<file path="src/design/sorted_set_insert_unit_defines.svh">
// Assertion macros shared by the sorted set insert unit.
`ifndef SORTED_SET_INSERT_UNIT_DEFINES_SVH
`define SORTED_SET_INSERT_UNIT_DEFINES_SVH

// Same-cycle implication, sampled on the rising clock, off during reset.
`define SSI_ASSERT_NOW(label, ante, cons, msg) \
    label: assert property (@(posedge i_clk) disable iff (!i_rst_n) (ante) |-> (cons)) \
        else $error(msg);

// Next-cycle implication, sampled on the rising clock, off during reset.
`define SSI_ASSERT_NEXT(label, ante, cons, msg) \
    label: assert property (@(posedge i_clk) disable iff (!i_rst_n) (ante) |=> (cons)) \
        else $error(msg);

`endif

</file>
<file path="src/design/ssi_pkg.sv">
// Package: sizes, status codes and payload types of the sorted set insert unit.
`timescale 1ns / 1ps
package ssi_pkg;

    localparam int CAPACITY = 64;
    localparam int IDX_W    = (CAPACITY > 1) ? $clog2(CAPACITY) : 1;
    localparam int CNT_W    = $clog2(CAPACITY + 1);
    localparam int KEY_W    = 32;
    localparam int RD_W     = 6;
    localparam int POS_W    = 6;
    localparam int STAT_W   = 3;
    localparam int CNTO_W   = 7;
    localparam int CMP_W    = (CNT_W > RD_W) ? CNT_W : RD_W;

    localparam logic MODE_INSERT = 1'b0;
    localparam logic MODE_READ   = 1'b1;

    localparam logic [STAT_W-1:0] ST_INSERTED = 3'd0;
    localparam logic [STAT_W-1:0] ST_PRESENT  = 3'd1;
    localparam logic [STAT_W-1:0] ST_FULL     = 3'd2;
    localparam logic [STAT_W-1:0] ST_READ_OK  = 3'd3;
    localparam logic [STAT_W-1:0] ST_READ_OOB = 3'd4;

    typedef struct packed {
        logic                    mode;
        logic signed [KEY_W-1:0] key;
        logic [RD_W-1:0]         read_index;
    } t_in_item;

    typedef struct packed {
        logic [STAT_W-1:0]       status;
        logic [POS_W-1:0]        position;
        logic signed [KEY_W-1:0] entry_key;
        logic [CNTO_W-1:0]       count_after;
    } t_out_item;

    // Broadcast from the controller to every cell.
    typedef struct packed {
        logic                    load;
        logic                    commit;
        logic signed [KEY_W-1:0] key;
        logic [RD_W-1:0]         read_index;
        logic [CNT_W-1:0]        count;
    } t_cell_cmd;

endpackage

</file>
<file path="src/design/ssi_cell.sv">
// One table cell: holds a key, registers its compare flags, shifts up on insert.
`timescale 1ns / 1ps
module ssi_cell import ssi_pkg::*; (
    input  logic                    i_clk,
    input  logic [IDX_W-1:0]        i_idx,
    input  t_cell_cmd               i_cmd,
    input  logic                    i_lt_prev,
    input  logic signed [KEY_W-1:0] i_key_prev,
    output logic                    o_lt,
    output logic                    o_eq,
    output logic signed [KEY_W-1:0] o_key,
    output logic signed [KEY_W-1:0] o_rd_key
);

    logic signed [KEY_W-1:0] r_key;
    logic                    r_lt;
    logic                    r_eq;
    logic                    r_sel;
    logic                    w_valid;

    assign w_valid = CNT_W'(i_idx) < i_cmd.count;

    always_ff @(posedge i_clk) begin
        if (i_cmd.load) begin
            r_lt  <= w_valid && (r_key < i_cmd.key);
            r_eq  <= w_valid && (r_key == i_cmd.key);
            r_sel <= CMP_W'(i_idx) == CMP_W'(i_cmd.read_index);
        end
        // Keep keys below the insert point, take the new key at it, shift the rest up.
        if (i_cmd.commit && !r_lt) begin
            r_key <= i_lt_prev ? i_cmd.key : i_key_prev;
        end
    end

    assign o_lt     = r_lt;
    assign o_eq     = r_eq;
    assign o_key    = r_key;
    assign o_rd_key = r_sel ? r_key : '0;

endmodule

</file>
<file path="config.mk">
export PLATFORM = sky130hd
export DESIGN_NAME = ssi_cell
export DESIGN_NICKNAME = d
export VERILOG_FILES = /design/src/design/sorted_set_insert_unit_defines.svh /design/src/design/ssi_pkg.sv /design/src/design/ssi_cell.sv
export SDC_FILE = /design/constraint.sdc
export NUM_CORES = 1
export LEC_CHECK = 0
export BUFFER_PORTS_ARGS = -buffer_cell sky130_fd_sc_hd__clkbuf_2
export CORE_MARGIN = 2
export CORE_UTILIZATION = 35
export CTS_CLUSTER_SIZE = 8
export DETAILED_ROUTE_END_ITERATION = 12
export MAX_ROUTING_LAYER = met4
export PLACE_DENSITY = 0.68
export SLEW_MARGIN = 20
export SYNTH_ARGS = -nofsm -noshare
export SYNTH_HDL_FRONTEND = slang
export SYNTH_SLANG_ARGS = --single-unit
</file>
<file path="constraint.sdc">
create_clock -name i_clk -period 2.7 [get_ports i_clk]
set_input_delay 0.54 -clock i_clk [delete_from_list [all_inputs] [get_ports i_clk]]
set_output_delay 0.54 -clock i_clk [all_outputs]
set_load 0.02 [all_outputs]
</file>
After elaboration in Yosys (flattened, before gate mapping)
Cells that the tools add are included.
{"block": "classes", "order_cmp": 2, "eq_ne": 2, "n_mux": 2, "reduce_logical": 4}
{"operator": "two-way mux 32 bit", "n": 2}
{"operator": "== test 32 bit", "n": 1}
{"operator": "less-than comparator 32 bit", "n": 1}
{"operator": "less-than comparator 6 x 7 -> 1 bit", "n": 1}
{"operator": "== test 6 bit", "n": 1}
{"operator": "logical AND 1 bit", "n": 3}
{"operator": "logical NOT 1 bit", "n": 1}
{"block": "word_totals", "ff_bits": 35, "inputBits": 87, "output_inout_bits": 66, "word_cells": 14}

Longest topological paths before layout
Gate-level depths: netlist (run 1).
{"block": "logic_depth", "ltp_word": 2, "ltp_mapped": 8, "depth_no_buf": 8}

Least setup slack after synthesis (run 1)
Ideal clock, no wire load.
{"block": "synth_timing", "path_type": "input-to-reg", "startpoint": "input port i_cmd[45] in the netlist's numbering", "endpoint": "register r_key[0] (netlist: o_key[0]) (enable)", "setup_ns": 0.424, "arrival_time_ns": 1.988, "required_ns": 2.276, "setup_slack_ns": 0.288, "path_stages": 1, "path_buffers": 0, "path_cell_list": "nor2b_1"}
{"block": "synth_via", "elab_chain_cells": 1}
{"item": "start, declared", "line_no": "ssi_cell.sv:6", "text": "input t_cell_cmd i_cmd,"}
{"item": "logical AND 1 bit", "line_no": "ssi_cell.sv:30", "text": "if (i_cmd.commit && !r_lt) begin"}
{"item": "end signal, assigned", "line_no": "ssi_cell.sv:31", "text": "r_key <= i_lt_prev ? i_cmd.key : i_key_prev;"}
{"item": "end, declared", "line_no": "ssi_cell.sv:15", "text": "logic signed [KEY_W-1:0] r_key;"}
No other way between the ends.
A chain may end at the register's enable or synchronous reset.

Final worst setup path (run 1)
{"block": "layout_timing", "startpoint": "register r_sel", "endpoint": "output port o_rd_key[4]"}
{"block": "layout_via", "elab_chain_cells": 1}
{"item": "start, declared", "line_no": "ssi_cell.sv:18", "text": "logic r_sel;"}
{"item": "start signal, assigned", "line_no": "ssi_cell.sv:27", "text": "r_sel <= CMP_W'(i_idx) == CMP_W'(i_cmd.read_index);"}
{"item": "two-way mux 32 bit", "line_no": "ssi_cell.sv:38", "text": "assign o_rd_key = r_sel ? r_key : '0;"}
{"item": "end, declared", "line_no": "ssi_cell.sv:12", "text": "output logic signed [KEY_W-1:0] o_rd_key"}
No other way between the ends.

==> results_dict.tcl, run 1 <==
set metrics [dict create \
    gp_congestion 0.790 \
    layout_commonest_cell "clkbuf_2" \
    synth_area_um2 2680 \
    cp_max_fo 20 \
    p_per_area_nw_per_um2 417 \
    critical_path_class "register to primary output" \
    min_from "i_cmd[46]" \
    busiest_layer "met2" \
    grt_max_degree 33 \
    worst_slew_pin_slew_ns 0.448 \
    die_h_um 91.5 \
    layout_common_cells "clkbuf_2, inv_1, ha_1" \
    row_count 31 \
    async_flop_share_pct 0 \
    grt_setup_unrepaired "false" \
    dp_slack_ns 0.499 \
    overflow 0 \
    p_leak_nw 1.88 \
    fin_setup_tns_ns 0 \
    numPortBuffers 152 \
    syn_avg_cell_area_um2 10.9 \
    crit_start "r_sel" \
    synthFlopType "edfxtp_1" \
    h-tree-depth 2 \
    first_pass_iters 4 \
    ys_seq_area_share_pct 39.2 \
    antenna_found_initial 0 \
    place_area_um2 3560 \
    nNetsFinal 524 \
    met2_usage_pct 26.0 \
    cts-root-buf "clkbuf_8" \
    r2r_start "o_key[19]" \
    skew_ns 0.00371 \
    synth_edf_count 35 \
    critPathArrivalTime_ns 1.50 \
    min_period_ns 2.04 \
    drt_wl_total_um 6560 \
    max_cap_violations 0 \
    path_delay_family "flip-flops" \
    ir_worst_vdd_mv 0.167 \
    cts_setup_buffers 0 \
    critical_path_buf_inv_count 2 \
    slowest_stage "edfxtp_1" \
    die_area_um2 8370 \
    cts_resized 0 \
    syn-num-nets 369 \
    area_growth_pct 36.0 \
    ant_nets 0 \
    finalMaxSlewViolations 0 \
    pin_count 153 \
    routedWlPerCell_um 13.1 \
    setup_violations 0 \
    syn_inst 245 \
    final.setup.worst_slack_ns 0.661 \
    core_area_um2 7330 \
    path_cells "buf_4 > and2_1 > clkbuf_2" \
    vias 2294 \
    start_util_pct 36.6 \
    use_met1_pct 19.0 \
    grt.total_usage_pct 15.6 \
    postLayoutCellArea_um2 3650 \
    startpoint_type "register" \
    dieWidth_um 91.5 \
    antennaDiodeCount 0 \
    cts_buffer_depth 2 \
    slew_headroom_pct 70.1 \
    clk_pin_slew_ns 0.07 \
    cts_made_buffers 5 \
    grt_pass1_vias 2139 \
    hold_violations 0 \
    via_per_inst 4.59 \
    drc 0 \
    post-route-period-util_pct 75.5 \
    finish.utilization_pct 49.7 \
    hpwl_um 5320 \
    holdWs_ns 0.511 \
    synth_cell_types 31 \
    drt_iter0_drc 61 \
    fmax_mhz 491 \
    hold_path_class "primary input to register" \
    clkSinkCount 35 \
    fill_cells 713 \
    cts_tree "built" \
    grt_pass1_wl_um 10100 \
    worst_skew_pair.late_latency_ns 0.28 \
    synth-seq-cells 35 \
    ys_warn_count 0 \
    end_kind "primary output" \
    grtUsageMet3_pct 3.49 \
    slowest_delay_ns 0.60 \
    drive_gt1_share_pct 48.4 \
    required_ns 2.16 \
    r2r_slack_ns 0.75 \
    status "finished, final reports clean" \
    hold_buffers 0 \
]
-- per-layer routing --
| metal | share of wire [%] | vias to the layer above |
|---|---|---|
| met4 | 0.91 | 0 |
| met1 | 44 | 1025 |
| met2 | 49 | 86 |
| met3 | 6.4 | 4 |
| li1 | - | 1179 |
| met5 | 0 | - |
-- synth_stat cells, types with 2 or more instances --
| cell | number | area share [%] |
|---|---|---|
| xor2_1 | 2 | 0.65 |
| clkbuf_1 | 4 | 0.56 |
| mux2_2 | 29 | 12 |
| a21oi_1 | 14 | 2.6 |
| nand2b_1 | 3 | 0.70 |
| nand2_1 | 3 | 0.42 |
| nand3_1 | 2 | 0.37 |
| ha_1 | 37 | 17 |
| inv_1 | 37 | 5.2 |
| nor2b_1 | 2 | 0.47 |
| xnor2_1 | 4 | 1.3 |
| mux2_1 | 3 | 1.3 |
| o21ai_0 | 3 | 0.56 |
| and2_1 | 32 | 7.5 |
| buf_2 | 3 | 0.56 |
| a21o_1 | 7 | 2.0 |
| o211ai_1 | 2 | 0.56 |
| edfxtp_1 | 35 | 39 |
| nand4_1 | 9 | 2.1 |
| nor2_1 | 3 | 0.42 |
-- cell type report --
class | instances | area (µm²) | share of cell area [%]
Sequential cell | 35 | 1050 | 28.8
Multi-Input combinational cell | 166 | 1470 | 40.3
Timing Repair Buffer | 155 | 783 | 21.5
Clock inverter | 1 | 5.00 | 0.137
Clock buffer | 7 | 76.3 | 2.09
Tap cell | 99 | 124 | 3.40
Inverter | 37 | 139 | 3.81
-- worst paths after layout --
check,cells past startpoint,to
max,3,o_rd_key[4]
min reg2reg,3,o_lt
max reg2reg,7,o_lt
min,1,o_lt
-- metrics by stage --
stage,total power [mW],cells
3_3_place_gp,1.16,492
6_report,1.52,500
4_1_cts,1.55,500
5_1_grt,1.62,500
2_1_floorplan,0.985,245
3_5_place_dp,1.17,492
-- power breakdown --
group / internal, mW / leakage [nW] / switching [mW]
Combinational: 0.216 / 1.51 / 0.257
Clock: 0.181 / 0.0422 / 0.184
Sequential: 0.651 / 0.333 / 0.0319
-- flip-flops by register name, indices dropped and copies added, names as in the netlist --
| signal | cells |
|---|---|
| r_sel | 1 |
| o_eq | 1 |
| o_lt | 1 |
| o_key | 32 |
-- kinds of logic after synthesis --
| group | Yosys count | synth area share (%) |
|---|---|---|
| multiplexers | 33 | 13.8 |
| XOR/XNOR | 6 | 1.96 |
| buffers and inverters | 44 | 6.30 |
| flip-flops | 35 | 39.2 |
| AO/OA/AOI/OAI | 32 | 8.40 |
| adder cells (fa/ha/maj) | 37 | 17.3 |
| AND/OR/NAND/NOR | 58 | 13.0 |
Power figures use the tool's default switching activity.
==> inputs of run 2 (changes only) <==
--- a/config.mk
+++ b/config.mk
@@ -11,7 +11,7 @@
 export CTS_CLUSTER_SIZE = 8
 export DETAILED_ROUTE_END_ITERATION = 12
 export MAX_ROUTING_LAYER = met4
-export PLACE_DENSITY = 0.68
+export PLACE_DENSITY = 0.71
 export SLEW_MARGIN = 20
 export SYNTH_ARGS = -nofsm -noshare
 export SYNTH_HDL_FRONTEND = slang
==> constraint.sdc (replaced) <==
create_clock -name i_clk -period 1.7 [get_ports i_clk]
set_input_delay 0.34 -clock i_clk [delete_from_list [all_inputs] [get_ports i_clk]]
set_output_delay 0.34 -clock i_clk [all_outputs]
set_load 0.02 [all_outputs]
==> run 2 against run 1 <==
Against the previous run: the run now ends with setup timing left; via count rose by 6.1%; non-clock buffer count rose by 40; clock power up 58%; wire length grew 2.8%; die area is the same; total power grew 67%; first-iteration DRC count up 26%; final cell count increased by 8.0%; hold slack got worse by 0.20 ns; setup slack worse by 0.83 ns; critical path depth rose by 4; sequential share of layout area fell by 2.7 points; largest cell class unchanged; highest routed layer unchanged.
==> results_dict.tcl, run 2 (same netlist as run 1, synthesis figures left out) <==
set metrics [dict create \
    numPortBuffers 152 \
    hold_violations 0 \
    violations "setup timing" \
    fmax_mhz 534 \
    setup_violations 1 \
    grt_max_degree 33 \
    top_layer "met4" \
    route.met3.wl_um 396 \
    cp_max_fo 2 \
    wl_met2_um 3420 \
    startpoint_type "register" \
    cts-root-buf "clkbuf_8" \
    end_kind "register" \
    start_util_pct 36.6 \
    hold_buffers 0 \
    drive_gt1_share_pct 54.2 \
    hold_path_class "primary input to register" \
    via_per_inst 4.51 \
    status "complete, but fails checks" \
    overflow 0 \
    area_growth_pct 50.3 \
    final.setup.worst_slack_ns -0.172 \
    h-tree-depth 2 \
    worst_skew_pair.late_latency_ns 0.29 \
    core_area_um2 7330 \
    routedWlPerCell_um 12.5 \
    ff_latch_area_um2 1050 \
    die_area_um2 8370 \
    ant_nets 0 \
    ir_worst_vdd_mv 0.286 \
    first_pass_iters 4 \
    row_count 31 \
    multi_input_area_um2 1530 \
    drt_wl_total_um 6740 \
    clkSinkCount 35 \
    layout_commonest_cell "clkbuf_2" \
    grt_pass1_wl_um 10700 \
    die_h_um 91.5 \
    layout_common_cells "clkbuf_2, buf_4, inv_1" \
    dp_slack_ns -0.346 \
    post-route-period-util_pct 110 \
    gp_congestion 0.783 \
    grt.total_usage_pct 16.3 \
    slew_headroom_pct 81.6 \
    fin_setup_tns_ns -0.172 \
    required_ns 1.74 \
    vias 2434 \
    min_period_ns 1.87 \
    nNetsFinal 564 \
    hpwl_um 5560 \
    cts_buffer_depth 2 \
    worst_slew_pin_slew_ns 0.275 \
    antenna_found_initial 0 \
    p_leak_nw 2.09 \
    cts_tree "built" \
    drc 0 \
    skew_ns 0.00334 \
    clk_pin_slew_ns 0.07 \
    antennaDiodeCount 0 \
    grt_pass1_vias 2395 \
    finalMaxSlewViolations 0 \
    fill_cells 664 \
    p_per_area_nw_per_um2 629 \
    grt_setup_unrepaired "true" \
    critPathArrivalTime_ns 1.91 \
    met1_length_um 2850 \
    largest_reg_flops 32 \
    dieWidth_um 91.5 \
    cts_made_buffers 5 \
    drt_iter0_drc 77 \
    max_cap_violations 0 \
    critical_path_class "register to register" \
    pin_count 153 \
]
run 2: cell types whose count changed in the layout (fill, tap and decap cells not counted), sizes merged:
cell,before,now
clkinv,1,2
clkbuf,159,158
buf,3,43
run 2: layout make-up:
class	instances	share of cell area [%]
Sequential cell	35	26.1
Inverter	37	3.45
Tap cell	99	3.07
Clock buffer	6	1.80
Clock inverter	2	0.186
Timing Repair Buffer	195	27.5
Multi-Input combinational cell	166	37.9
run 2: through the flow:
step                      power (mW)  utilization (%)  hold WS (ns)  cell area, µm²  std cells
final                           2.53             55.0         0.310            4030        540
after floorplan                 1.57                -         0.452            2690        245
after global routing            2.69             55.0         0.304            4030        540
after detailed placement        1.96             52.9         0.603            3880        530
after global placement          1.94             52.9         0.612            3880        530
after CTS                       2.55             54.1         0.300            3970        538
run 2: critical path, cell delays in order, from the launching register on:
cell and delay [ns]:
edfxtp_1 0.43, ha_4 0.30, a21oi_1 0.06, o21a_1 0.17
o21ba_2 0.19, o211a_1 0.20, o211ai_1 0.17, mux2i_1 0.09
run 2: report_power, final:
| group | internal [mW] | switching, mW | total (mW) |
|---|---|---|---|
| logic | 0.437 | 0.452 | 0.889 |
| clock network | 0.279 | 0.299 | 0.578 |
| registers | 1.03 | 0.0349 | 1.07 |
| total | 1.75 | 0.786 | 2.53 |
run 2: path summary, 6_finish.rpt:
check | from | to | slack, ns | cells after the start
max | o_key[17] | o_lt | -0.17 | 7
min reg2reg | o_lt | o_key[31] | 0.68 | 1
min | i_cmd[46] | r_sel | 0.31 | 1
max reg2reg | o_key[17] | o_lt | -0.17 | 7
run 2: metal layers:
| metal | vias to the layer above | global-route usage (%) |
|---|---|---|
| li1 | 1260 | - |
| met5 | - | - |
| met3 | 6 | 2.32 |
| met2 | 90 | 29.2 |
| met1 | 1078 | 18.9 |
| met4 | 0 | 4.55 |
run 2: what timing repair did:
action | in CTS | in global routing
buffers inserted | 0 | 2
pin swaps | 0 | 4
setup endpoints to repair | 2 | 2
resized for setup | 1 | 6
==> inputs of run 3 (changes only) <==
--- a/config.mk
+++ b/config.mk
@@ -6,12 +6,14 @@
 export NUM_CORES = 1
 export LEC_CHECK = 0
 export BUFFER_PORTS_ARGS = -buffer_cell sky130_fd_sc_hd__clkbuf_2
+export CELL_PAD_IN_SITES_DETAIL_PLACEMENT = 1
+export CELL_PAD_IN_SITES_GLOBAL_PLACEMENT = 1
 export CORE_MARGIN = 2
-export CORE_UTILIZATION = 35
+export CORE_UTILIZATION = 29
 export CTS_CLUSTER_SIZE = 8
 export DETAILED_ROUTE_END_ITERATION = 12
 export MAX_ROUTING_LAYER = met4
-export PLACE_DENSITY = 0.71
+export PLACE_DENSITY = 0.78
 export SLEW_MARGIN = 20
 export SYNTH_ARGS = -nofsm -noshare
 export SYNTH_HDL_FRONTEND = slang
==> run 3 against run 2 <==
Against the previous run: the run still ends with setup timing left; die area increased by 20%; design area increased by 0.75%; total power increased by 1.6%; setup slack got worse by 0.0061 ns; maximum frequency decreased by 0.32%; via count increased by 3.4%; combinational power increased by 2%; sequential share of layout area decreased by 0.19 points; global-route usage decreased by 0.066 points; largest cell class unchanged; highest routed layer unchanged.
==> results_dict.tcl, run 3 (same netlist as run 1, synthesis figures left out) <==
set metrics [dict create \
    via_per_inst 4.54 \
    drive_gt1_share_pct 55.0 \
    row_count 35 \
    status "complete, but fails checks" \
    routedWlPerCell_um 14.2 \
    p_comb_share_pct 35.3 \
    startpoint_type "register" \
    slew_headroom_pct 78.3 \
    nNetsFinal 567 \
    area_growth_pct 51.4 \
    grt.total_usage_pct 16.2 \
    critPathArrivalTime_ns 1.92 \
    required_ns 1.74 \
    violations "setup timing" \
    worst_slew_pin_slew_ns 0.326 \
    critical_path_class "register to register" \
    cts_buffer_depth 2 \
    start_util_pct 29.4 \
    p_int_mw 1.76 \
    drc 0 \
    r2r_cells 7 \
    final.setup.worst_slack_ns -0.178 \
    holdWs_ns 0.329 \
    core_area_um2 9110 \
    gp_congestion 0.764 \
    die_area_um2 10000 \
    ff_latch_area_um2 1050 \
    cts_made_buffers 5 \
    p_per_area_nw_per_um2 634 \
    antenna_found_initial 0 \
    drt_wl_total_um 7900 \
    max_cap_violations 0 \
    grt_setup_unrepaired "true" \
    largest_reg_flops 32 \
    fin_setup_tns_ns -0.178 \
    p_leak_nw 2.09 \
    ir_worst_vdd_mv 0.275 \
    setup_violations 1 \
    overflow 0 \
    end_kind "register" \
    cts_tree "built" \
    fin_cells 555 \
    hold_violations 0 \
    power_switching_mw 0.814 \
    min_period_ns 1.88 \
    grt_pass1_vias 2677 \
    r2r_start "o_key[19]" \
    grt_max_degree 33 \
    clk_pin_slew_ns 0.08 \
    switching_share_pct 31.6 \
    antennaDiodeCount 0 \
    fmax_mhz 532 \
    dp.cells 545 \
    die_h_um 100 \
    clockPowerShare_pct 23.1 \
    drt_iter0_drc 24 \
    cp_max_fo 3 \
    layout_common_cells "clkbuf_2, buf_4, inv_1" \
    skew_ns 0.00688 \
    hold_buffers 0 \
    finalMaxSlewViolations 0 \
    first_pass_iters 3 \
    r2r_slack_ns -0.18 \
    layout_commonest_cell "clkbuf_2" \
    hold_path_class "primary input to register" \
    sequentialPowerShare_pct 41.6 \
    hpwl_um 6630 \
    h-tree-depth 2 \
    crit_start "o_key[19]" \
    clkSinkCount 35 \
    post-route-period-util_pct 110 \
    numPortBuffers 152 \
    vias 2517 \
    multi_input_area_um2 1530 \
    r2r_end "o_lt" \
    pin_count 153 \
    grt_pass1_wl_um 12400 \
    ant_nets 0 \
    cts-root-buf "clkbuf_8" \
    worst_skew_pair.late_latency_ns 0.28 \
    fill_cells 1081 \
    endpoint "o_lt" \
    dieWidth_um 100 \
]
==> run 3: area by class of cell <==
| type | count | share of cell area, % |
|---|---|---|
| Clock buffer | 7 | 1.88 |
| Clock inverter | 1 | 0.123 |
| Inverter | 37 | 3.42 |
| Multi-Input combinational cell | 166 | 37.7 |
| Sequential cell | 35 | 25.9 |
| Tap cell | 111 | 3.42 |
| Timing Repair Buffer | 198 | 27.6 |
==> run 3: worst max-delay path: stages (launching register included) <==
cell	delay [ns]
edfxtp_1	0.45
ha_4	0.31
nand2_2	0.04
o21a_1	0.18
o21ba_2	0.19
o211a_1	0.21
o211ai_1	0.16
mux2i_1	0.09
==> run 3: timing repair <==
item / 4_1_cts / 5_1_grt
buffers inserted: 0 / 3
endpoints found under the hold margin: 0 / 0
setup endpoints to repair: 2 / 2
pin swaps: 1 / 5
resized for setup: 4 / 2
==> run 3: metal layers <==
metal | vias to the layer above | global-route usage (%) | part of all wire [%]
met5 | - | - | 0
met1 | 1165 | 18.6 | 42
met2 | 86 | 29.5 | 53
met3 | 6 | 2.44 | 4.1
met4 | 0 | 4.32 | 1.1
li1 | 1260 | - | -
==> run 3: how the worst min path moves through the flow <==
stage | startpoint | cells after the start | endpoint
after global routing | i_cmd[46] | 1 | o_lt
after global placement | i_cmd[46] | 1 | r_sel
after detailed placement | i_cmd[46] | 1 | r_sel
after CTS | i_cmd[46] | 1 | o_lt
final | i_cmd[46] | 1 | o_lt
after floorplan | i_cmd[46] | 0 | o_eq
==> run 3: per-stage QoR <==
step           utilization [%]  cell area, µm²  power, mW  setup slack, ns
2_1_floorplan                -            2690       1.57           -0.205
3_3_place_gp              42.9            3900       1.95           -0.283
3_5_place_dp              42.9            3900       1.99           -0.243
4_1_cts                   44.1            4020       2.61           -0.182
5_1_grt                   44.6            4060       2.74           -0.287
6_report                  44.6            4060       2.57           -0.178
==> run 3: power by group through the flow <==
| stage | registers (mW) | clock network, mW | logic [mW] |
|---|---|---|---|
| CTS | 1.07 | 0.626 | 0.912 |
| floorplan | 1.16 | 0 | 0.405 |
| finish | 1.07 | 0.596 | 0.908 |
| global placement | 1.08 | 0 | 0.864 |
| detailed placement | 1.09 | 0 | 0.899 |
| global route | 1.08 | 0.654 | 1.01 |
